[src/rtl/fdmd_pkg.sv]
`timescale 1ns / 1ps

package fdmd_pkg;

    localparam int MAX_WIDTH   = 512;
    localparam int MAX_HEIGHT  = 256;
    localparam int STORE_DEPTH = MAX_WIDTH * MAX_HEIGHT;

    localparam int ADDR_W    = $clog2(STORE_DEPTH);
    localparam int TOTAL_W   = $clog2(STORE_DEPTH + 1);
    localparam int COUNT_W   = 18;
    localparam int PIX_W     = 8;
    localparam int WIDTH_W   = 10;
    localparam int HEIGHT_W  = 9;
    localparam int TRIG_W    = 17;
    localparam int PERSIST_W = 16;
    localparam int CFG_IDX_W = 3;
    localparam int CFG_DATA_W = 17;
    localparam int RHS_W     = TOTAL_W + TRIG_W;

    // Configuration register indexes
    localparam logic [CFG_IDX_W-1:0] REG_COLOUR_MODE  = 3'd0;
    localparam logic [CFG_IDX_W-1:0] REG_FRAME_WIDTH  = 3'd1;
    localparam logic [CFG_IDX_W-1:0] REG_FRAME_HEIGHT = 3'd2;
    localparam logic [CFG_IDX_W-1:0] REG_PIX_THRESH   = 3'd3;
    localparam logic [CFG_IDX_W-1:0] REG_TRIGGER      = 3'd4;
    localparam logic [CFG_IDX_W-1:0] REG_PERSISTENCE  = 3'd5;

    // Reset values
    localparam logic                 RST_COLOUR_MODE = 1'b1;
    localparam logic [WIDTH_W-1:0]   RST_WIDTH       = 10'd320;
    localparam logic [HEIGHT_W-1:0]  RST_HEIGHT      = 9'd240;
    localparam logic [PIX_W-1:0]     RST_THRESH      = 8'd25;
    localparam logic [TRIG_W-1:0]    RST_TRIGGER     = 17'd3277;
    localparam logic [PERSIST_W-1:0] RST_PERSISTENCE = 16'd1;

    // Cycles that derived size products need after a configuration write
    localparam logic [1:0] SETTLE_CYCLES = 2'd2;

    // End-of-frame summary handed to the decision stage
    typedef struct packed {
        logic               valid;
        logic               compared;
        logic [COUNT_W-1:0] count;
    } fin_t;

endpackage

[src/rtl/fdmd_gray.sv]
`timescale 1ns / 1ps

module fdmd_gray (
    input  logic                     clk,
    input  logic                     en,
    input  logic                     colour_mode,
    input  logic [fdmd_pkg::PIX_W-1:0] blue,
    input  logic [fdmd_pkg::PIX_W-1:0] green,
    input  logic [fdmd_pkg::PIX_W-1:0] red,
    output logic [fdmd_pkg::PIX_W-1:0] gray
);
    import fdmd_pkg::*;

    logic [18:0]      prod_b_reg;
    logic [21:0]      prod_g_reg;
    logic [20:0]      prod_r_reg;
    logic [PIX_W-1:0] blue_reg;
    logic             mode_reg;
    logic [21:0]      luma_sum;

    always_ff @(posedge clk)
    begin
        if (en)
        begin
            prod_b_reg <= 19'(blue)  * 19'd1868;
            prod_g_reg <= 22'(green) * 22'd9617;
            prod_r_reg <= 21'(red)   * 21'd4899;
            blue_reg   <= blue;
            mode_reg   <= colour_mode;
        end
    end

    // Round and drop the Q14 fraction
    assign luma_sum = {3'b000, prod_b_reg} + prod_g_reg + {1'b0, prod_r_reg} + 22'd8192;
    assign gray     = mode_reg ? luma_sum[21:14] : blue_reg;

endmodule

[config.mk]
export PLATFORM = sky130hd
export DESIGN_NAME = fdmd_gray
export DESIGN_NICKNAME = d
export VERILOG_FILES = /design/src/rtl/fdmd_pkg.sv /design/src/rtl/fdmd_gray.sv
export SDC_FILE = /design/constraint.sdc
export NUM_CORES = 1
export LEC_CHECK = 0
export BUFFER_PORTS_ARGS = -buffer_cell sky130_fd_sc_hd__buf_2
export CAP_MARGIN = 20
export CORE_ASPECT_RATIO = 1.25
export CORE_MARGIN = 2
export CORE_UTILIZATION = 50
export CTS_CLUSTER_DIAMETER = 150
export DETAILED_ROUTE_END_ITERATION = 8
export GPL_TIMING_DRIVEN = 0
export PLACE_DENSITY = 0.77
export SLEW_MARGIN = 40
export SYNTH_ARGS = -nofsm -noshare
export SYNTH_HDL_FRONTEND = slang
export SYNTH_SLANG_ARGS = --single-unit
[constraint.sdc]
create_clock -name clk -period 4 [get_ports clk]
set_input_delay 0.4 -clock clk [delete_from_list [all_inputs] [get_ports clk]]
set_output_delay 0.4 -clock clk [all_outputs]
set_load 0.05 [all_outputs]
Yosys cells after proc, flatten, opt, wreduce, memory -nomap -nowiden
Index checks and enable logic that the tools add are counted.

Register bits: 69. Input bits: 27. Output and inout port bits: 8.

Add/subtract/negate cells: 3. Multiply operators: 3. Mux-type cells: 1.

Operators with widths (number): $add A19 B22 Y22 (1); $add A22 B14 Y22 const B (1); $add A22 B21 Y22 (1); $mul A8 B14 Y22 const B (1); $mul A8 B13 Y21 const B (1); $mul A8 B9 Y17 const B (1); $mux W8 (1).

Depth between registers and ports, before layout
Word-level depth: 4. Gate-level depth with buffers: 16.

Least setup slack after synthesis
Ideal clock, no wire load.

Path type: register -> output. From: register prod_b_reg[5]. To: output port gray[7] (netlist bit). Arrival: 4283 ps. Required time: 3600 ps. Slack: -683 ps. Cell stages (with the launch flop): 12. Path buffers: 0. Path through: edfxtp_1 > inv_1 > fa_1 > inv_1 > ha_1 > ha_1 > nand4_1 > o211ai_1 > o2111ai_1 > a31oi_1 > a211oi_2 > o311ai_0.

Cells in the longest elaborated chain, start to end: 4.

Ends and longest elaborated chain: start, declared (line fdmd_gray.sv:14) `logic [18:0] prod_b_reg;`; start signal, assigned (line fdmd_gray.sv:25) `prod_b_reg <= 19'(blue) * 19'd1868;`; $add A19 B22 Y22 (line fdmd_gray.sv:34) `assign luma_sum = {3'b000, prod_b_reg} + prod_g_reg + {1'b0, prod_r_reg} + 22'd8192;`; $add A22 B21 Y22 (line fdmd_gray.sv:34); $add A22 B14 Y22 (line fdmd_gray.sv:34); $mux W8 (line fdmd_gray.sv:35) `assign gray = mode_reg ? luma_sum[21:14] : blue_reg;`; end, declared (line fdmd_gray.sv:10) `output logic [fdmd_pkg::PIX_W-1:0] gray`.

No other way between the ends.

Worst setup path after layout
From: register prod_b_reg[4]. To: output port gray[4] (netlist bit).

The elaborated chain is that of the path after synthesis.

==> results.md <==
- The flow ran to the end, and the final reports show no timing, DRC or antenna violations.
- The sort of element at the end of the critical path is an output pin.
- Summed over all failing endpoints, the final setup total negative slack is 0 ns.
- Entering global routing, the biggest net connects 49 pins.
- The total number of H-tree levels is 3.
- By area the synthesized netlist is led by sky130_fd_sc_hd__ha_1 (30%), sky130_fd_sc_hd__edfxtp_1 (26%), sky130_fd_sc_hd__fa_1 (16%).
- The detail-routed via count per cell is 5.24.
- Data on the critical path arrives at its endpoint at 3.48 ns.
- The max-slew headroom at the worst pin is 0.552.
- The share of the Yosys chip area taken by registers is 0.264.
- The TritonCTS buffer count is 9.
- For this run, the slowest stage of the critical path takes 0.53 ns.
- Synthesis produced a netlist with a net count of 986.
- STA puts the critical path data required time at 3.60 ns.
- The adder and majority gate portion of the synthesized area is 0.457.
- CTS placed an instance of sky130_fd_sc_hd__clkbuf_16 at the clock tree root.
- The clock slew at the register clock pins of the worst setup and hold paths is 0.06 ns.
- The final RePlAce weighted congestion is 0.853.
- The floorplan die height is 143 um.
- The total inserted antenna cells is 0.
- The gate family responsible for the most delay along the worst path is adder cells.
- Summing all multi-input logic gate instances after layout gives 5350 sq um.
- The final max-slew violation count is 0.
- The tree built by TritonCTS fans out to 68 sinks.
- The top flip-flop cell by instance count after synthesis is sky130_fd_sc_hd__edfxtp_1.
- The number of antenna violations at the first check in global routing was 0.
- Leaving out fill and tap cells, the most frequent cell in the layout is sky130_fd_sc_hd__ha_1.
- Setup repair after global routing could not meet its margin everywhere.
- The total wire length after detailed routing is 14800 um.
- Summed over all instances, the cell type with the most area after synthesis is sky130_fd_sc_hd__ha_1.
- After floorplanning, the core was divided into 50 placement rows.
- The floorplan die area is 16500 sq um.
- In this run the cell area of the synthesized design comes to 7740 sq um.
- STA classifies the critical path startpoint as a flip-flop.
- The total number of yosys warnings is 0.
- The CTS tree is done.
- The number of failing hold endpoints at the final stage is 0.
- The post-layout instance area is 8770 sq um.
- Summing over every cut layer, the via total after detailed routing is 5116.
- The maximum clock insertion buffer count is 2.
- The share of synthesized area in the top cell type comes to 0.299.
- The growth of design area from synthesis to finish is 13.2%.
- For the pin with the worst max-slew slack, the measured transition is 0.666 ns.
- The count of state elements after synthesis is 68.
- The cell with the largest stage delay on the worst path is sky130_fd_sc_hd__fa_1.
- The total buffers and inverters traversed by the critical path is 3.
- The register with the most flip-flops in the layout has 22 of them.
- The first-pass GRT wire length is 24800 um.
- After legalization and detailed placement, the total HPWL measured 11800 um.
- The via count of the first global-routing pass came to 5148.
- The critical path goes through inv_2, fa_1, inv_1, ha_1, ha_1, nand4_1, o211ai_1, o2111ai_2, a31oi_4, a21oi_2, xnor2_1, mux2_2, buf_4.
- Of all flip-flops after synthesis, the portion carrying an async set or reset was 0.
- Counting stages on the worst path, the most repeated cell is sky130_fd_sc_hd__ha_1.
- The post-layout net count is 1037.
- The first-pass detailed-route iteration total is 4.
- In the final layout, the share of cells above drive strength 1 is 0.137.
- The mean instance size in the synthesized netlist is 10.9 sq um.
- Of the total synthesized cell area, the portion taken by AND, OR, NAND and NOR gates is 0.0606.
- The total I/O pin count is 35.
- The number of fill cells in the layout is 1201.
- The number of hold buffers added after CTS was 0.
- The count of flip-flops with a built-in enable after synthesis is 68.
- The number of distinct library cell variants in the gate-level netlist after synthesis is 52.
- The worst min-delay path category is primary input to flip-flop.
- The top cell types in the final layout, fill and taps aside, are sky130_fd_sc_hd__ha_1 (174), sky130_fd_sc_hd__inv_1 (152), sky130_fd_sc_hd__edfxtp_1 (68).
- The dominant combinational cell family by area after synthesis is adder cells.
- In the final layout, flip-flops and latches occupy 2040 sq um.
- Once placement finished, the instance area stood at 8210 sq um.
- Synthesis produced a netlist whose cell count is 713.
- The reported max-cap violation count is 0.
- The maximum achievable frequency is 258 MHz.
- The detail-routed net length per standard cell is 15.1 um.
- In this run the standard cell core region covers 15100 sq um.
- The antenna violation net count after detailed routing is 0.
- The effective utilization at floorplan is 0.514.
- The synthesized-area fraction occupied by ao, oa, aoi and oai cells is 0.0918.
- By startpoint and endpoint, the worst setup path is classified as flip-flop to output pin.
- Setup violations remaining at the end of the flow were counted as 0.
- The final critical delay including setup and external delays is 3.88 ns.
- The violation count after the first detailed-routing iteration is 120.
- The ratio of final minimum period to clock period is 0.969.
- The total congestion overflow after global routing is 0.
- The XOR/XNOR share of the synthesized area is 0.0441.
- The floorplan step set the die width to 115 um.
- The aggregate global-route resource usage is 0.194.
- The critical-path maximum fanout is 4.
- The count of port buffers added during placement is 34.
- The share of cell area taken by muxes after synthesis is 0.00727.
- For this run, design rule violations remaining after detail routing come to 0.
[path summary, 6_finish.rpt]
check,depth (start not counted),startpoint,endpoint,slack [ns]
setup / recovery,13,prod_b_reg[4],gray[4],0.12
hold / removal,1,colour_mode,mode_reg,0.24
[area by class of cell]
cell class,instances,area share
plain buffers,1,0.000428
clock buffers,9,0.0257
clock inverters,7,0.00500
inverters,156,0.0668
multi-input cells,488,0.610
flip-flops and latches,68,0.233
well taps,208,0.0297
repair buffers,40,0.0297
[Yosys cell counts, types with 2 or more instances]
master	count
sky130_fd_sc_hd__ha_1	185
sky130_fd_sc_hd__inv_1	156
sky130_fd_sc_hd__edfxtp_1	68
sky130_fd_sc_hd__fa_1	61
sky130_fd_sc_hd__a21oi_1	29
sky130_fd_sc_hd__xnor2_1	29
sky130_fd_sc_hd__nor2_1	28
sky130_fd_sc_hd__nand2_1	18
sky130_fd_sc_hd__o21ai_0	12
sky130_fd_sc_hd__xor2_1	10
sky130_fd_sc_hd__nand3_1	9
sky130_fd_sc_hd__a21o_1	8
sky130_fd_sc_hd__nor3_1	8
sky130_fd_sc_hd__o21bai_1	8
sky130_fd_sc_hd__a211oi_1	6
sky130_fd_sc_hd__o21a_1	6
sky130_fd_sc_hd__or2_2	6
sky130_fd_sc_hd__mux2_2	5
sky130_fd_sc_hd__nand4_1	5
sky130_fd_sc_hd__nor2b_1	5
sky130_fd_sc_hd__a31oi_1	4
sky130_fd_sc_hd__and3_1	4
sky130_fd_sc_hd__a221oi_1	3
sky130_fd_sc_hd__o211ai_1	3
sky130_fd_sc_hd__o311ai_0	3
sky130_fd_sc_hd__o31ai_1	3
sky130_fd_sc_hd__a2111o_1	2
sky130_fd_sc_hd__a2111oi_0	2
sky130_fd_sc_hd__a21boi_0	2
sky130_fd_sc_hd__nand2b_1	2
sky130_fd_sc_hd__or3_1	2
[per-layer routing]
| layer | vias to the layer above | track usage | part of all wire |
|---|---|---|---|
| met5 | - | 0 | 0 |
| met4 | 0 | 0.0640 | 0.024 |
| met3 | 30 | 0.0348 | 0.025 |
| met2 | 70 | 0.320 | 0.50 |
| met1 | 2457 | 0.256 | 0.45 |
| li1 | 2559 | - | - |
[through the flow]
step / hold WS (ns) / utilization / instances / worst slack (ns)
floorplan: 0.499 / - / 713 / 0.0968
global placement: 0.578 / 0.543 / 955 / -0.373
detailed placement: 0.581 / 0.544 / 956 / -0.418
CTS: 0.233 / 0.570 / 975 / -0.00504
global route: 0.230 / 0.581 / 977 / -0.0171
finish: 0.240 / 0.581 / 977 / 0.123
[repair_timing]
action | 4_1_cts | 5_1_grt
buffers inserted | 3 | 2
setup endpoints to repair | 7 | 13
pin swaps | 7 | 14
gates resized for setup | 20 | 30
[cells by family after synthesis]
group	count (synthesis)
adder cells (fa/ha/maj)	246
flip-flops	68
AND/OR/NAND/NOR	94
buffers and inverters	157
AO/OA/AOI/OAI	104
multiplexers	5
XOR/XNOR	39
Power is left out: the tool's default activity adds up to more than one toggle a clock period on the data nets, which glitch-free logic cannot reach.
