<file path="src/rtl/fdmd_pkg.sv">
`timescale 1ns / 1ps

package fdmd_pkg;

    localparam int MAX_WIDTH   = 512;
    localparam int MAX_HEIGHT  = 256;
    localparam int STORE_DEPTH = MAX_WIDTH * MAX_HEIGHT;

    localparam int ADDR_W    = $clog2(STORE_DEPTH);
    localparam int TOTAL_W   = $clog2(STORE_DEPTH + 1);
    localparam int COUNT_W   = 18;
    localparam int PIX_W     = 8;
    localparam int WIDTH_W   = 10;
    localparam int HEIGHT_W  = 9;
    localparam int TRIG_W    = 17;
    localparam int PERSIST_W = 16;
    localparam int CFG_IDX_W = 3;
    localparam int CFG_DATA_W = 17;
    localparam int RHS_W     = TOTAL_W + TRIG_W;

    // Configuration register indexes
    localparam logic [CFG_IDX_W-1:0] REG_COLOUR_MODE  = 3'd0;
    localparam logic [CFG_IDX_W-1:0] REG_FRAME_WIDTH  = 3'd1;
    localparam logic [CFG_IDX_W-1:0] REG_FRAME_HEIGHT = 3'd2;
    localparam logic [CFG_IDX_W-1:0] REG_PIX_THRESH   = 3'd3;
    localparam logic [CFG_IDX_W-1:0] REG_TRIGGER      = 3'd4;
    localparam logic [CFG_IDX_W-1:0] REG_PERSISTENCE  = 3'd5;

    // Reset values
    localparam logic                 RST_COLOUR_MODE = 1'b1;
    localparam logic [WIDTH_W-1:0]   RST_WIDTH       = 10'd320;
    localparam logic [HEIGHT_W-1:0]  RST_HEIGHT      = 9'd240;
    localparam logic [PIX_W-1:0]     RST_THRESH      = 8'd25;
    localparam logic [TRIG_W-1:0]    RST_TRIGGER     = 17'd3277;
    localparam logic [PERSIST_W-1:0] RST_PERSISTENCE = 16'd1;

    // Cycles that derived size products need after a configuration write
    localparam logic [1:0] SETTLE_CYCLES = 2'd2;

    // End-of-frame summary handed to the decision stage
    typedef struct packed {
        logic               valid;
        logic               compared;
        logic [COUNT_W-1:0] count;
    } fin_t;

endpackage

</file>
<file path="src/rtl/fdmd_judge.sv">
`timescale 1ns / 1ps

module fdmd_judge (
    input  logic                           clk,
    input  logic                           rst_n,
    input  logic [fdmd_pkg::TRIG_W-1:0]    trigger,
    input  logic [fdmd_pkg::TOTAL_W-1:0]   total,
    input  logic [fdmd_pkg::PERSIST_W-1:0] persistence,
    input  fdmd_pkg::fin_t                 fin,
    input  logic                           out_ready,
    output logic                           out_valid,
    output logic                           alarm,
    output logic [fdmd_pkg::COUNT_W-1:0]   changed_count,
    output logic                           compared
);
    import fdmd_pkg::*;

    logic [RHS_W-1:0]     rhs_reg;
    logic [RHS_W-1:0]     rhs_lo;
    logic [RHS_W-1:0]     rhs_hi;
    logic [RHS_W-1:0]     lhs;
    logic [PERSIST_W-1:0] hit_reg;
    logic [PERSIST_W-1:0] hit_next;
    logic [PERSIST_W-1:0] need;
    logic                 out_valid_reg;
    logic                 out_valid_next;
    logic                 alarm_reg;
    logic [COUNT_W-1:0]   count_reg;
    logic                 compared_reg;

    // Split the trigger so the multiplier stays at 16 x 18
    assign rhs_lo = RHS_W'(trigger[15:0]) * RHS_W'(total);
    assign rhs_hi = trigger[16] ? RHS_W'({total, 16'h0000}) : '0;

    always_ff @(posedge clk)
    begin
        rhs_reg <= rhs_lo + rhs_hi;
    end

    assign lhs  = RHS_W'({fin.count, 16'h0000});
    assign need = (persistence == '0) ? PERSIST_W'(1) : persistence;

    always_comb
    begin
        hit_next = hit_reg;
        if (fin.valid)
        begin
            if (fin.compared && (lhs > rhs_reg))
            begin
                hit_next = (hit_reg == '1) ? hit_reg : hit_reg + 1'b1;
            end
            else
            begin
                hit_next = '0;
            end
        end
    end

    always_comb
    begin
        out_valid_next = out_valid_reg;
        if (fin.valid)
        begin
            out_valid_next = 1'b1;
        end
        else if (out_ready)
        begin
            out_valid_next = 1'b0;
        end
    end

    always_ff @(posedge clk or negedge rst_n)
    begin
        if (!rst_n)
        begin
            hit_reg       <= '0;
            out_valid_reg <= 1'b0;
        end
        else
        begin
            hit_reg       <= hit_next;
            out_valid_reg <= out_valid_next;
        end
    end

    always_ff @(posedge clk)
    begin
        if (fin.valid)
        begin
            alarm_reg    <= fin.compared && (hit_next >= need);
            count_reg    <= fin.count;
            compared_reg <= fin.compared;
        end
    end

    assign out_valid     = out_valid_reg;
    assign alarm         = alarm_reg;
    assign changed_count = count_reg;
    assign compared      = compared_reg;

endmodule
</file>
<file path="config.mk">
export PLATFORM = sky130hd
export DESIGN_NAME = fdmd_judge
export DESIGN_NICKNAME = d
export VERILOG_FILES = /design/src/rtl/fdmd_pkg.sv /design/src/rtl/fdmd_judge.sv
export SDC_FILE = /design/constraint.sdc
export NUM_CORES = 1
export LEC_CHECK = 0
export CORE_MARGIN = 2
export CORE_UTILIZATION = 51
export CTS_BUF_LIST = sky130_fd_sc_hd__clkbuf_4
export CTS_CLUSTER_SIZE = 14
export DETAILED_ROUTE_END_ITERATION = 10
export DONT_BUFFER_PORTS = 1
export PLACE_DENSITY_LB_ADDON = 0.25
export SLEW_MARGIN = 0
export SYNTH_ARGS = -nofsm -noshare
export SYNTH_HDL_FRONTEND = slang
export SYNTH_SLANG_ARGS = --single-unit
</file>
<file path="constraint.sdc">
create_clock -name clk -period 4.4 [get_ports clk]
set_input_delay 0 -clock clk [delete_from_list [all_inputs] [get_ports clk]]
set_output_delay 0 -clock clk [all_outputs]
set_load 0.1 [all_outputs]
</file>
Yosys cells after proc, flatten, opt, wreduce, memory -nomap -nowiden
Cells that the tools add are included.
Widths: inputs -> output; s select.
{"block": "totals", "reg_bits": 72, "wordCells": 23}
{"block": "classes", "multipliers": 1, "mux": 7, "n_reduce_logical": 4, "n_eq_ne": 1, "addsub": 2, "order_cmp": 2}
{"op": "$mux 16", "count": 4}
{"op": "$add 34x34->35", "count": 1}
{"op": "$gt 34x35->1", "count": 1}
{"op": "$mul 16x18->34", "count": 1}
{"op": "$mux 34", "count": 1}
{"op": "$add 16x1->16 const B", "count": 1}
{"op": "$eq 16x16->1 const B", "count": 1}
{"op": "$ge 16x16->1", "count": 1}
{"op": "$logic_not 16->1", "count": 1}
{"op": "$logic_and 1x1->1", "count": 2}
{"op": "$mux 1", "count": 2}
{"op": "$reduce_bool 2->1", "count": 1}

Longest topological paths before layout
Gate-level depths: netlist of run 1.
{"block": "logic_depth", "ltp_word": 6, "depth_mapped": 24, "depth_no_buf": 22}

Worst setup path before layout of run 1
No wires, ideal clock.
{"block": "synth_timing", "path_kind": "input -> register", "startpoint": "input trigger[7] (netlist bit)", "endpoint": "register rhs_reg[33]", "setup_ns": 0.143, "stages": 24, "t_required_ns": 4.257, "arrival_time_ns": 5.579, "n_path_buf": 2, "setup_slack_ns": -1.322, "cell_sequence": "clkbuf_1 > clkbuf_1 > nand2_1 > fa_1 > inv_1 > fa_1 > inv_1 > fa_1 > inv_1 > fa_1 > fa_1 > inv_1 > fa_1 > inv_1 > ha_1 > a211oi_1 > nand2_1 > o21ai_0 > a31oi_1 > a221o_1 > a21oi_4 > o21ai_2 > a21oi_1 > o211ai_1"}
{"block": "synth_between", "elab_chain_len": 2}
{"element": "start, declared", "line": "fdmd_judge.sv:6", "text": "input logic [fdmd_pkg::TRIG_W-1:0] trigger,"}
{"element": "$mul 16x18->34", "line": "fdmd_judge.sv:32", "text": "assign rhs_lo = RHS_W'(trigger[15:0]) * RHS_W'(total);"}
{"element": "$add 34x34->35", "line": "fdmd_judge.sv:37", "text": "rhs_reg <= rhs_lo + rhs_hi;"}
{"element": "end signal, assigned", "line": "fdmd_judge.sv:37"}
{"element": "end, declared", "line": "fdmd_judge.sv:18", "text": "logic [RHS_W-1:0] rhs_reg;"}
Every way passes these cells.
A chain may end at the register's enable or synchronous reset.

Final worst setup path of run 1
{"block": "layout_timing", "startpoint": "input trigger[4] (netlist bit)", "endpoint": "register rhs_reg[33]"}
The elaborated chain is that of the path after synthesis.

==> results by group, run 1 <==
Routing
  • DRC violation count after routing: 0
  • DRT antenna net count: 0
  • Initial DRC Count: 387
  • Drt wl/cell: 17.0 microns
  • DRT Pass-1 Iters: 5
  • Wire length reported by the detailed router: 31900 microns
  • Vias per inst: roughly 5.2
  • Vias: ~9800

Clock network
  • Number of buffers created by CTS: 9
  • Clock slew at the register clock pins of the worst setup and hold paths: 160 ps
  • Source-to-sink clock delay at the later pin of the worst-skew pair: 440 ps
  • Number of sinks handled by clock tree synthesis: 72
  • Number of buffers on the longest clock path: 2
  • Root buffer cell: sky130_fd_sc_hd__clkbuf_4
  • TritonCTS clock tree: done
  • Max H-tree Level: 3

Synthesis
  • Total number of yosys warnings: 0
  • Cell with the most instances after synthesis: sky130_fd_sc_hd__inv_1
  • Fraction of the yosys area taken by sequential cells: about an eighth
  • Number of synthesized flops with an enable pin: 20
  • Cell taking the most area after synthesis: sky130_fd_sc_hd__fa_1
  • Most common flop cell mapped by yosys: sky130_fd_sc_hd__dfxtp_1
  • Mapped Area: 0.0133 sq mm
  • Cell types occupying the most area after synthesis: sky130_fd_sc_hd__fa_1, sky130_fd_sc_hd__ha_1, sky130_fd_sc_hd__inv_1
  • Count of distinct cell types in the synthesized netlist: 59
  • Share of synthesized registers carrying an async set or reset: a little under a quarter
  • Number of synthesized register bits: 72
  • Average cell area after synthesis: 9.14 sq um
  • Proportion of netlist area held by the largest area contributor: 36.1%
  • Instance count of the mapped netlist: 1456
  • Nets in the synthesized netlist: 1921
  • Top post-synthesis cells by count: sky130_fd_sc_hd__inv_1, sky130_fd_sc_hd__fa_1, sky130_fd_sc_hd__nand2_1

Status
  • Status: finished with violations
  • Violations in the final reports: negative setup slack

Die
  • Floorplan Core Area: 0.0258 sq mm
  • Initial standard-cell utilization of the core: 51.5%
  • IO Pins: 95
  • Die H: 166 microns
  • Die outline width: 166 microns
  • Standard-cell row count: 59
  • Floorplan die area: 0.0274 sq mm

Worst setup path
  • Worst Setup Start Kind: input pin
  • R2R Path Start: rhs_reg[16]$_DFF_P_
  • Critical path cell sequence: and2_4, fa_1, inv_1, fa_1, fa_1, inv_2, fa_1, fa_1, inv_1, fa_1, inv_2, ha_4, a211oi_4, nand2_1, o21ai_2, a31oi_4, a221o_2, a21oi_4, o21ai_2, a211o_1, o211ai_1
  • Family with the most delay on the worst path: adder cells
  • Highest fanout seen on the critical path: 18
  • Crit path largest cell delay: 520 ps
  • Buffers & Inverters on Critical Path: 4
  • Crit Path Class: input pin to flip-flop
  • Crit path top cell by count: sky130_fd_sc_hd__fa_1
  • CP Launch Point: trigger[4]
  • Worst-path cell with the longest stage delay: sky130_fd_sc_hd__fa_1
  • Capturing element type of the critical path: flip-flop
  • Worst EP required: 4790 ps
  • Register-to-register setup slack: 320 ps
  • Worst EP arrival: 5020 ps

Hold path
  • Worst min-delay path startpoint: persistence[14]
  • Class of the tightest hold or removal check: input pin to flip-flop

Final layout
  • Area occupied by multi-input gates: 0.0105 sq mm
  • Layout Cell Area excl Fill: 0.0151 sq mm
  • Number of nets at the end of the flow: 1998
  • Layout overhead on the synthesized area: 13.1%
  • Sequential cell area in the final layout: ~0.0017 sq mm
  • Filler Cells Inserted: 2309
  • Share of final-layout standard cells stronger than drive strength 1: 11.5%
  • Flip-flop count of the largest register after layout: 35

Global routing
  • Global-route usage over all layers: about a quarter
  • Remaining global-route overflow: 0
  • Number of global-route vias before repair: 10564
  • Largest net degree at the start of global routing: 31
  • Global-route wire length before repair: 52100 microns
  • Number of antenna violations at the first check in global routing: 1

STA
  • Final Hold Viols: 0
  • Crit path setup slack, layout: -236 ps
  • Slew Limit Fails: 0
  • Pin slew with the least headroom to its limit: 940 ps
  • Worst setup skew after layout: 28.5 ps
  • Relative slew slack: between 30% and 40%
  • Minimum clock period after layout: 4640 ps
  • Final setup viols: 15
  • Period Utilization, post-route: 105%
  • Timing-limited maximum frequency: 0.216 GHz
  • Unrepaired setup endpoints after global routing: yes

Placement
  • GP Congestion: 0.841
  • Post-DP HPWL: 24800 microns
  • Area after detailed placement: about 0.014 sq mm
  • Port-buffer cells: 0

Job
  • # Max-Cap Violations: 0
## repair_timing
action                     4_1_cts  5_1_grt
resized for setup               16       46
hold endpoints to repair        75        0
setup buffers                    7        4
pin swaps                       44       36
hold buffers                    32        0
setup endpoints to repair       17       19
## cells in the final DEF (no fill, tap or decap), types with 5 or more instances in the layout
master | synthesis | layout
sky130_fd_sc_hd__a21oi_2 | 2 | 8
sky130_fd_sc_hd__inv_2 | 0 | 11
sky130_fd_sc_hd__ha_4 | 0 | 12
sky130_fd_sc_hd__a21oi_1 | 32 | 24
sky130_fd_sc_hd__and3_1 | 10 | 9
sky130_fd_sc_hd__fa_2 | 0 | 7
sky130_fd_sc_hd__dfrtp_1 | 17 | 17
sky130_fd_sc_hd__xnor2_1 | 25 | 23
sky130_fd_sc_hd__dlygate4sd3_1 | 0 | 31
sky130_fd_sc_hd__and2_4 | 0 | 7
sky130_fd_sc_hd__and2_1 | 160 | 153
sky130_fd_sc_hd__a21o_1 | 25 | 25
sky130_fd_sc_hd__o21ai_0 | 20 | 14
sky130_fd_sc_hd__clkbuf_4 | 0 | 9
sky130_fd_sc_hd__xor2_1 | 14 | 14
sky130_fd_sc_hd__o21a_1 | 10 | 10
sky130_fd_sc_hd__inv_1 | 354 | 343
sky130_fd_sc_hd__nor4_1 | 7 | 7
sky130_fd_sc_hd__fa_1 | 240 | 233
sky130_fd_sc_hd__nand3_1 | 8 | 8
sky130_fd_sc_hd__o21ai_2 | 1 | 6
sky130_fd_sc_hd__buf_4 | 0 | 75
sky130_fd_sc_hd__a211oi_1 | 8 | 5
sky130_fd_sc_hd__nand4_1 | 5 | 5
sky130_fd_sc_hd__ha_1 | 151 | 137
sky130_fd_sc_hd__nand2_1 | 175 | 171
sky130_fd_sc_hd__dfxtp_1 | 35 | 35
sky130_fd_sc_hd__nor2_1 | 33 | 32
sky130_fd_sc_hd__nor3_1 | 5 | 5
sky130_fd_sc_hd__edfxtp_1 | 20 | 20
## kinds of logic after synthesis
kind of cell,after synthesis,share of synthesized area [%]
AOI/OAI and AO/OA,131,6.76
xor gates and xnor gates,39,2.57
adders and majority gates,391,50.3
buffers and inverters,398,11.2
DFF,72,13.0
muxes,1,0.0752
and+or+nand+nor,424,16.1
## per-stage QoR
step / worst slack, ps / cells / util (%) / TNS [ps] / hold slack, ps
2_1_floorplan: -795 / 1456 / - / -8770 / -296
3_3_place_gp: -792 / 1816 / 55.0 / -11600 / -295
3_5_place_dp: -845 / 1816 / 55.0 / -13080 / -295
4_1_cts: -240 / 1870 / 57.3 / -2100 / 13.6
5_1_grt: -366 / 1874 / 58.3 / -4160 / 47.9
6_report: -236 / 1874 / 58.3 / -2190 / 59.1
## area by class of cell
type	count	area share [%]
multi-input cells	986	69.7
flip-flops and latches	72	11.5
inverters	354	8.83
repair buffers	110	6.16
well taps	335	2.78
clock inverters	7	0.557
clock buffers	9	0.449
diodes	1	0.0166
## per-layer routing
layer	wire length, microns	up-vias	track usage, %
met5	0	-	0
met4	701	0	6.86
met3	1950	56	3.17
met2	15300	276	42.3
met1	13900	4935	32.8
li1	-	4557	-
## worst reg2reg max path, cell delays in order, from the launching register on
cell                       delay (ps)
sky130_fd_sc_hd__dfxtp_1          330
sky130_fd_sc_hd__inv_1             40
sky130_fd_sc_hd__ha_1             290
sky130_fd_sc_hd__nor4b_2          190
sky130_fd_sc_hd__nand2_1          140
sky130_fd_sc_hd__o31a_1           310
sky130_fd_sc_hd__o221ai_2         200
sky130_fd_sc_hd__a221oi_1         110
sky130_fd_sc_hd__o22ai_1          190
sky130_fd_sc_hd__nand3_1          140
sky130_fd_sc_hd__and2_0           190
sky130_fd_sc_hd__or2_2            310
sky130_fd_sc_hd__ha_1             280
sky130_fd_sc_hd__nand2b_1         140
sky130_fd_sc_hd__a21o_1           170
sky130_fd_sc_hd__a21oi_1          140
sky130_fd_sc_hd__nor2b_1           60
sky130_fd_sc_hd__o21ai_0          170
sky130_fd_sc_hd__a21oi_1           90
sky130_fd_sc_hd__o21ai_1          170
sky130_fd_sc_hd__a21o_1           150
sky130_fd_sc_hd__a31oi_1           70
## final timing paths
path                                          to  cells past startpoint
setup / recovery             rhs_reg[33]$_DFF_P_                     21
hold / removal                   alarm$_DFFE_PP_                      4
setup reg to reg                 alarm$_DFFE_PP_                     21
hold reg to reg            hit_reg[11]$_DFF_PN0_                      2
max in group asynchronous   hit_reg[3]$_DFF_PN0_                      1
min in group asynchronous  hit_reg[12]$_DFF_PN0_                      1
Power of run 1 is left out: the tool's default activity adds up to more than one toggle a clock period on the data nets, which glitch-free logic cannot reach.
==> inputs of run 2 (changes only) <==
==> constraint.sdc (replaced) <==
create_clock -name clk -period 5.88 [get_ports clk]
set_input_delay 0 -clock clk [delete_from_list [all_inputs] [get_ports clk]]
set_output_delay 0 -clock clk [all_outputs]
set_load 0.1 [all_outputs]
==> run 2 against run 1 <==
Against the previous run: the run now ends clean; global-route usage decreased by 0.46 points; core utilization decreased by 3.9 points; via count down 3.7%; worst hold slack worse by 1.8 ps; sequential share of layout area rose by 0.82 points; non-clock buffer count decreased by 77; clock-buffer cell count stayed put; cell count decreased by 4.1%; sequential cell count unchanged; clock skew up 9.5 ps; largest cell class unchanged.
==> results by group, run 2 (synthesis results as in run 1) <==
Clock network
  • Number of gates given a new drive strength after cts: 0 (-16)
  • Clock slew at the register clock pins of the worst setup and hold paths: 150 ps (about the same)
  • Number of buffers created by CTS: 9 (unchanged)
  • Buffers inserted by post-CTS timing repair: 0 (-7)
  • Number of buffers on the longest clock path: 2 (unchanged)
  • Root buffer cell: sky130_fd_sc_hd__clkbuf_4
  • Hold Buf Count CTS: 31 (-3.1%)
  • TritonCTS clock tree: done
  • Max H-tree Level: 3 (unchanged)
  • Number of sinks handled by clock tree synthesis: 72 (unchanged)
  • Source-to-sink clock delay at the later pin of the worst-skew pair: 430 ps (about the same)

Worst setup path
  • Worst Setup Start Kind: input pin
  • Critical path cell sequence: and2_1, fa_1, fa_1, ha_1, inv_1, fa_1, inv_1, fa_1, inv_1, fa_1, inv_1, ha_1, a2111oi_0, o21ai_1, a21oi_1, nor2b_1, a22o_1, a211oi_1, nor2_1, a21oi_1, xnor2_1
  • Crit path top cell by count: sky130_fd_sc_hd__fa_1
  • Worst-path cell with the longest stage delay: sky130_fd_sc_hd__fa_1
  • Crit path largest cell delay: 550 ps (+30 ps)
  • Worst EP arrival: 5500 ps (+480 ps)
  • Worst EP required: 6240 ps (+1450 ps)
  • Highest fanout seen on the critical path: 18 (unchanged)
  • Capturing element type of the critical path: flip-flop
  • Crit Path Class: input pin to flip-flop

Die
  • Floorplan Core Area: 0.0258 sq mm (unchanged)
  • Initial standard-cell utilization of the core: 51.5% (unchanged)
  • Floorplan die area: 0.0274 sq mm (unchanged)
  • Die H: 166 microns (unchanged)
  • Die outline width: 166 microns (unchanged)
  • IO Pins: 95 (unchanged)
  • Standard-cell row count: 59 (unchanged)

Job
  • # Max-Cap Violations: 0 (unchanged)

Final layout
  • Flip-flop count of the largest register after layout: 35 (unchanged)
  • Most frequent cells in the layout: sky130_fd_sc_hd__inv_1, sky130_fd_sc_hd__fa_1, sky130_fd_sc_hd__nand2_1
  • Filler Cells Inserted: 2386 (+3.3%)
  • Share of final-layout standard cells stronger than drive strength 1: 1.92% (-9.6 points)
  • Most common cell after layout, fill and taps aside: sky130_fd_sc_hd__inv_1
  • Number of nets at the end of the flow: 1921 (-3.9%)
  • Layout overhead on the synthesized area: 5.60%

Global routing
  • Number of antenna violations at the first check in global routing: 1 (unchanged)
  • Global-route usage over all layers: 24.1% (-0.46 points)
  • Largest net degree at the start of global routing: 30 (-3.2%)
  • Number of global-route vias before repair: 10202 (-3.4%)
  • Remaining global-route overflow: 0 (unchanged)
  • Global-route wire length before repair: 51300 microns (-1.6%)

STA
  • Pin slew with the least headroom to its limit: 922 ps (-18.0 ps)
  • Final Hold Viols: 0 (unchanged)
  • Final sum of negative setup slack: 0 ps (+2190 ps)
  • Worst hold margin: 57.3 ps (-1.76 ps)
  • Minimum clock period after layout: 5140 ps
  • Final setup viols: 0 (-15)
  • Unrepaired setup endpoints after global routing: no
  • Relative slew slack: 38.7% (+1.2 points)
  • Crit path setup slack, layout: 738 ps (+974 ps)
  • Worst setup skew after layout: 37.9 ps (+9.48 ps)
  • Slew Limit Fails: 0 (unchanged)
  • Period Utilization, post-route: 87.5%
  • Timing-limited maximum frequency: between 0.15 and 0.2 GHz

Routing
  • Vias: 9463 (-3.7%)
  • DRC violation count after routing: 0 (unchanged)
  • Drt wl/cell: 17.4 microns (+2.1%)
  • DRT Pass-1 Iters: 5 (unchanged)
  • Wire length reported by the detailed router: 31200 microns (-2.1%)
  • DRT antenna net count: 0 (unchanged)
  • Vias per inst: 5.27 (+0.45%)
  • Initial DRC Count: 506 (+31%)

Placement
  • Minimum setup slack after placement: 374 ps (+1220 ps)
  • GP Congestion: 0.921 (+9.5%)
  • Port-buffer cells: 0 (unchanged)
  • Post-DP HPWL: 24600 microns (-0.54%)

Hold path
  • Class of the tightest hold or removal check: input pin to flip-flop

Status
  • Status: complete, no violations
[run 2: critical path: cells and delay by family]
family,cells,cell delay (ps)
fa+ha+maj,7,3000
compound gates,6,1760
simple gates,3,410
buf+inv,4,190
xor+xnor,1,130
[run 2: metal layers]
| metal | vias to the layer above | global-route usage, % | part of all wire, % |
|---|---|---|---|
| met5 | - | 0 | 0 |
| met4 | 0 | 6.19 | 1.8 |
| met3 | 36 | 2.55 | 4.5 |
| met2 | 253 | 42.0 | 48 |
| met1 | 4771 | 32.4 | 46 |
| li1 | 4403 | - | - |
[run 2: through the flow]
stage          cells  util (%)  instance area [sq um]
6_report        1797      54.4                  14000
5_1_grt         1797      54.4                  14000
4_1_cts         1796      54.4                  14000
3_5_place_dp    1749      52.5                  13600
3_3_place_gp    1749      52.5                  13600
2_1_floorplan   1456         -                  13300
[run 2: final timing paths]
path,startpoint,end,depth (start not counted),slack (ps)
max in group asynchronous,rst_n,hit_reg[2]$_DFF_PN0_,1,5250
worst min register to register,hit_reg[9]$_DFF_PN0_,hit_reg[9]$_DFF_PN0_,2,580
worst max-delay path,trigger[1],rhs_reg[34]$_DFF_P_,21,740
worst min-delay path,persistence[15],alarm$_DFFE_PP_,4,60
min in group asynchronous,rst_n,hit_reg[15]$_DFF_PN0_,1,80
worst max register to register,rhs_reg[16]$_DFF_P_,alarm$_DFFE_PP_,22,1470
[run 2: layout make-up]
type / count / area [sq um] / share of cell area, %
inverter: 354 / 1330 / 9.46
timing repair buffer: 33 / 335 / 2.39
multi-input combinational: 986 / 10100 / 71.8
antenna: 1 / 2.50 / 0.0178
clock inverter: 7 / 86.3 / 0.614
tap: 335 / 419 / 2.98
clock buffer: 9 / 67.6 / 0.481
sequential: 72 / 1730 / 12.3
Power of run 2 is left out for the same reason.
==> inputs of run 3 (changes only) <==
--- a/config.mk
+++ b/config.mk
@@ -5,13 +5,13 @@
 export SDC_FILE = /design/constraint.sdc
 export NUM_CORES = 1
 export LEC_CHECK = 0
-export CORE_MARGIN = 2
 export CORE_UTILIZATION = 51
 export CTS_BUF_LIST = sky130_fd_sc_hd__clkbuf_4
 export CTS_CLUSTER_SIZE = 14
 export DETAILED_ROUTE_END_ITERATION = 10
 export DONT_BUFFER_PORTS = 1
-export PLACE_DENSITY_LB_ADDON = 0.25
+export PLACE_DENSITY = 0.71
+export SKIP_LAST_GASP = 1
 export SLEW_MARGIN = 0
 export SYNTH_ARGS = -nofsm -noshare
 export SYNTH_HDL_FRONTEND = slang
==> run 3 against run 2 <==
Against the previous run: critical path depth unchanged; clock skew decreased by 5.6 ps; core utilization increased by 0.87 points; non-clock buffer count increased by 1; clock-buffer cell count unchanged; sequential share of layout area about the same; maximum frequency increased by 0.62%; routed wire length decreased by 2.6%; via count about the same; cell count decreased by 0.22%; worst hold slack got worse by 12 ps; die area decreased by 2.4%.
==> results by group, run 3 (synthesis results as in run 1) <==
Routing
  • Wire length reported by the detailed router: 30400 microns (-2.6%)
  • Met2 wire length: 14300 microns (-4.6%)
  • Drt wl/cell: 17.0 microns (-2.4%)
  • Vias: 9467 (+0.042%)
  • Vias per inst: 5.28 (+0.27%)
  • Max layer used: met4
  • Routed metal-1 wirelength: 13700 microns (-4.0%)
  • DRC violation count after routing: 0 (unchanged)
  • DRT antenna net count: 0 (unchanged)
  • Met3 Routed Length: 2050 microns (+46%)
  • DRT Pass-1 Iters: 5 (unchanged)
  • Initial DRC Count: 558 (+10%)

Die
  • Die H: 164 microns (-1.2%)
  • Initial standard-cell utilization of the core: 52.4% (+0.89 points)
  • Floorplan Core Area: 0.0254 sq mm (-1.7%)
  • IO Pins: 95 (unchanged)
  • Floorplan die area: 0.0267 sq mm (-2.4%)
  • Standard-cell row count: 58 (-1.7%)
  • Die outline width: 164 microns (-1.2%)

Global routing
  • Number of global-route vias before repair: 10095 (-1.0%)
  • Number of antenna violations at the first check in global routing: 1 (unchanged)
  • Global-route usage over all layers: 24.1% (-0.038 points)
  • Global-route wire length before repair: 50000 microns (-2.6%)
  • Largest net degree at the start of global routing: 30 (unchanged)
  • Remaining global-route overflow: 0 (unchanged)

STA
  • Pin slew with the least headroom to its limit: 938 ps (+16.6 ps)
  • Minimum clock period after layout: 5110 ps (-31.7 ps)
  • Slew Limit Fails: 0 (unchanged)
  • Final Hold Viols: 0 (unchanged)
  • Unrepaired setup endpoints after global routing: no
  • Final setup viols: 0 (unchanged)
  • Period Utilization, post-route: 86.9% (-0.54 points)
  • Worst setup skew after layout: 32.4 ps (-5.58 ps)
  • Final sum of negative setup slack: 0 ps (unchanged)
  • Timing-limited maximum frequency: 0.196 GHz (+0.62%)
  • Relative slew slack: 37.6% (-1.1 points)

Final layout
  • Share of final-layout standard cells stronger than drive strength 1: 1.85% (-0.070 points)
  • Most common cell after layout, fill and taps aside: sky130_fd_sc_hd__inv_1
  • Layout overhead on the synthesized area: 5.47%
  • Flip-flop count of the largest register after layout: 35 (unchanged)
  • Number of nets at the end of the flow: 1922 (+0.052%)
  • Layout Cell Area excl Fill: 0.0140 sq mm (-0.12%)
  • Most frequent cells in the layout: sky130_fd_sc_hd__inv_1, sky130_fd_sc_hd__fa_1, sky130_fd_sc_hd__nand2_1

Status
  • Status: complete, no violations

Clock network
  • Source-to-sink clock delay at the later pin of the worst-skew pair: 440 ps (about the same)
  • Root buffer cell: sky130_fd_sc_hd__clkbuf_4
  • TritonCTS clock tree: done
  • Number of buffers on the longest clock path: 2 (unchanged)
  • Number of buffers created by CTS: 9 (unchanged)
  • Number of sinks handled by clock tree synthesis: 72 (unchanged)
  • Max H-tree Level: 3 (unchanged)
  • Buffers inserted by post-CTS timing repair: 0 (unchanged)
  • Clock slew at the register clock pins of the worst setup and hold paths: 150 ps (about the same)
  • Number of gates given a new drive strength after cts: 0 (unchanged)

Worst setup path
  • Highest fanout seen on the critical path: 17 (-1)
  • Capturing element type of the critical path: flip-flop
  • Worst-path cell with the longest stage delay: sky130_fd_sc_hd__fa_1
  • Worst EP arrival: 5430 ps (-70 ps)
  • Crit Path Class: input pin to flip-flop
  • CP Launch Point: total[10]
  • Crit path largest cell delay: 540 ps (about the same)
  • Register-to-register setup slack: 1430 ps (-40 ps)
  • Family with the most delay on the worst path: adder cells
  • Buffers & Inverters on Critical Path: 4 (unchanged)
  • Critical path cell sequence: and2_1, fa_1, inv_1, fa_1, fa_1, inv_1, fa_1, fa_1, inv_1, fa_1, inv_1, ha_1, a211oi_1, nand2_1, o21ai_0, a31oi_1, a221o_1, a21oi_4, o21ai_2, a21oi_1, o211ai_1
  • R2R Path Start: rhs_reg[16]$_DFF_P_
  • Crit path top cell by count: sky130_fd_sc_hd__fa_1
  • Worst Setup Start Kind: input pin
  • Worst EP required: 6200 ps (-40 ps)

Hold path
  • Worst min-delay path startpoint: persistence[15]
  • Class of the tightest hold or removal check: input pin to flip-flop

Placement
  • Port-buffer cells: 0 (unchanged)
  • Area after detailed placement: 0.0136 sq mm (-0.10%)
  • Post-DP HPWL: 24400 microns (-1.2%)
  • GP Congestion: 0.875 (-4.9%)

Job
  • # Max-Cap Violations: 0 (unchanged)
[run 3: cell count changes in the layout (fill, tap and decap cells not counted)]
cell | before | now
sky130_fd_sc_hd__buf_4 | 2 | 1
sky130_fd_sc_hd__bufinv_16 | 1 | 0
sky130_fd_sc_hd__clkinv_4 | 2 | 1
sky130_fd_sc_hd__clkinvlp_4 | 1 | 2
sky130_fd_sc_hd__dlygate4sd3_1 | 30 | 32
sky130_fd_sc_hd__inv_6 | 1 | 2
[run 3: tightest hold or removal path, stage by stage]
cell and delay [ps]:
sky130_fd_sc_hd__inv_1 30, sky130_fd_sc_hd__ha_1 110, sky130_fd_sc_hd__o21ai_0 80, sky130_fd_sc_hd__a31oi_1 140
[run 3: routing by layer]
metal,GRT usage [%],vias up
met1,32.8,4716
li1,-,4410
met3,3.68,23
met5,0,-
met4,4.88,0
met2,40.7,318
[run 3: cell type report]
cell class	count	area, sq um
fill	2281	11400
multi-input combinational	986	10100
sequential	72	1730
inverter	354	1330
tap	330	413
timing repair buffer	34	348
clock buffer	9	67.6
clock inverter	7	63.8
antenna	1	2.50
[run 3: worst paths after layout]
| check | depth (start not counted) | to |
|---|---|---|
| max | 21 | rhs_reg[33]$_DFF_P_ |
| min | 4 | alarm$_DFFE_PP_ |
| max reg2reg | 22 | alarm$_DFFE_PP_ |
| min reg2reg | 1 | hit_reg[14]$_DFF_PN0_ |
| max in group asynchronous | 1 | hit_reg[2]$_DFF_PN0_ |
| min in group asynchronous | 1 | hit_reg[14]$_DFF_PN0_ |
[run 3: what timing repair did]
action | 4_1_cts | 5_1_grt
endpoints found under the setup margin | 0 | 0
endpoints found under the hold margin | 78 | 0
hold buffers | 33 | 0
[run 3: stage by stage]
step	setup WS, ps	hold slack, ps	instances	util [%]
finish	769	45.2	1793	55.3
global route	544	65.9	1793	55.3
CTS	817	19.2	1792	55.2
detailed placement	295	-295	1743	53.4
global placement	461	-295	1743	53.4
floorplan	158	-296	1456	-
Power of run 3 is left out for the same reason.
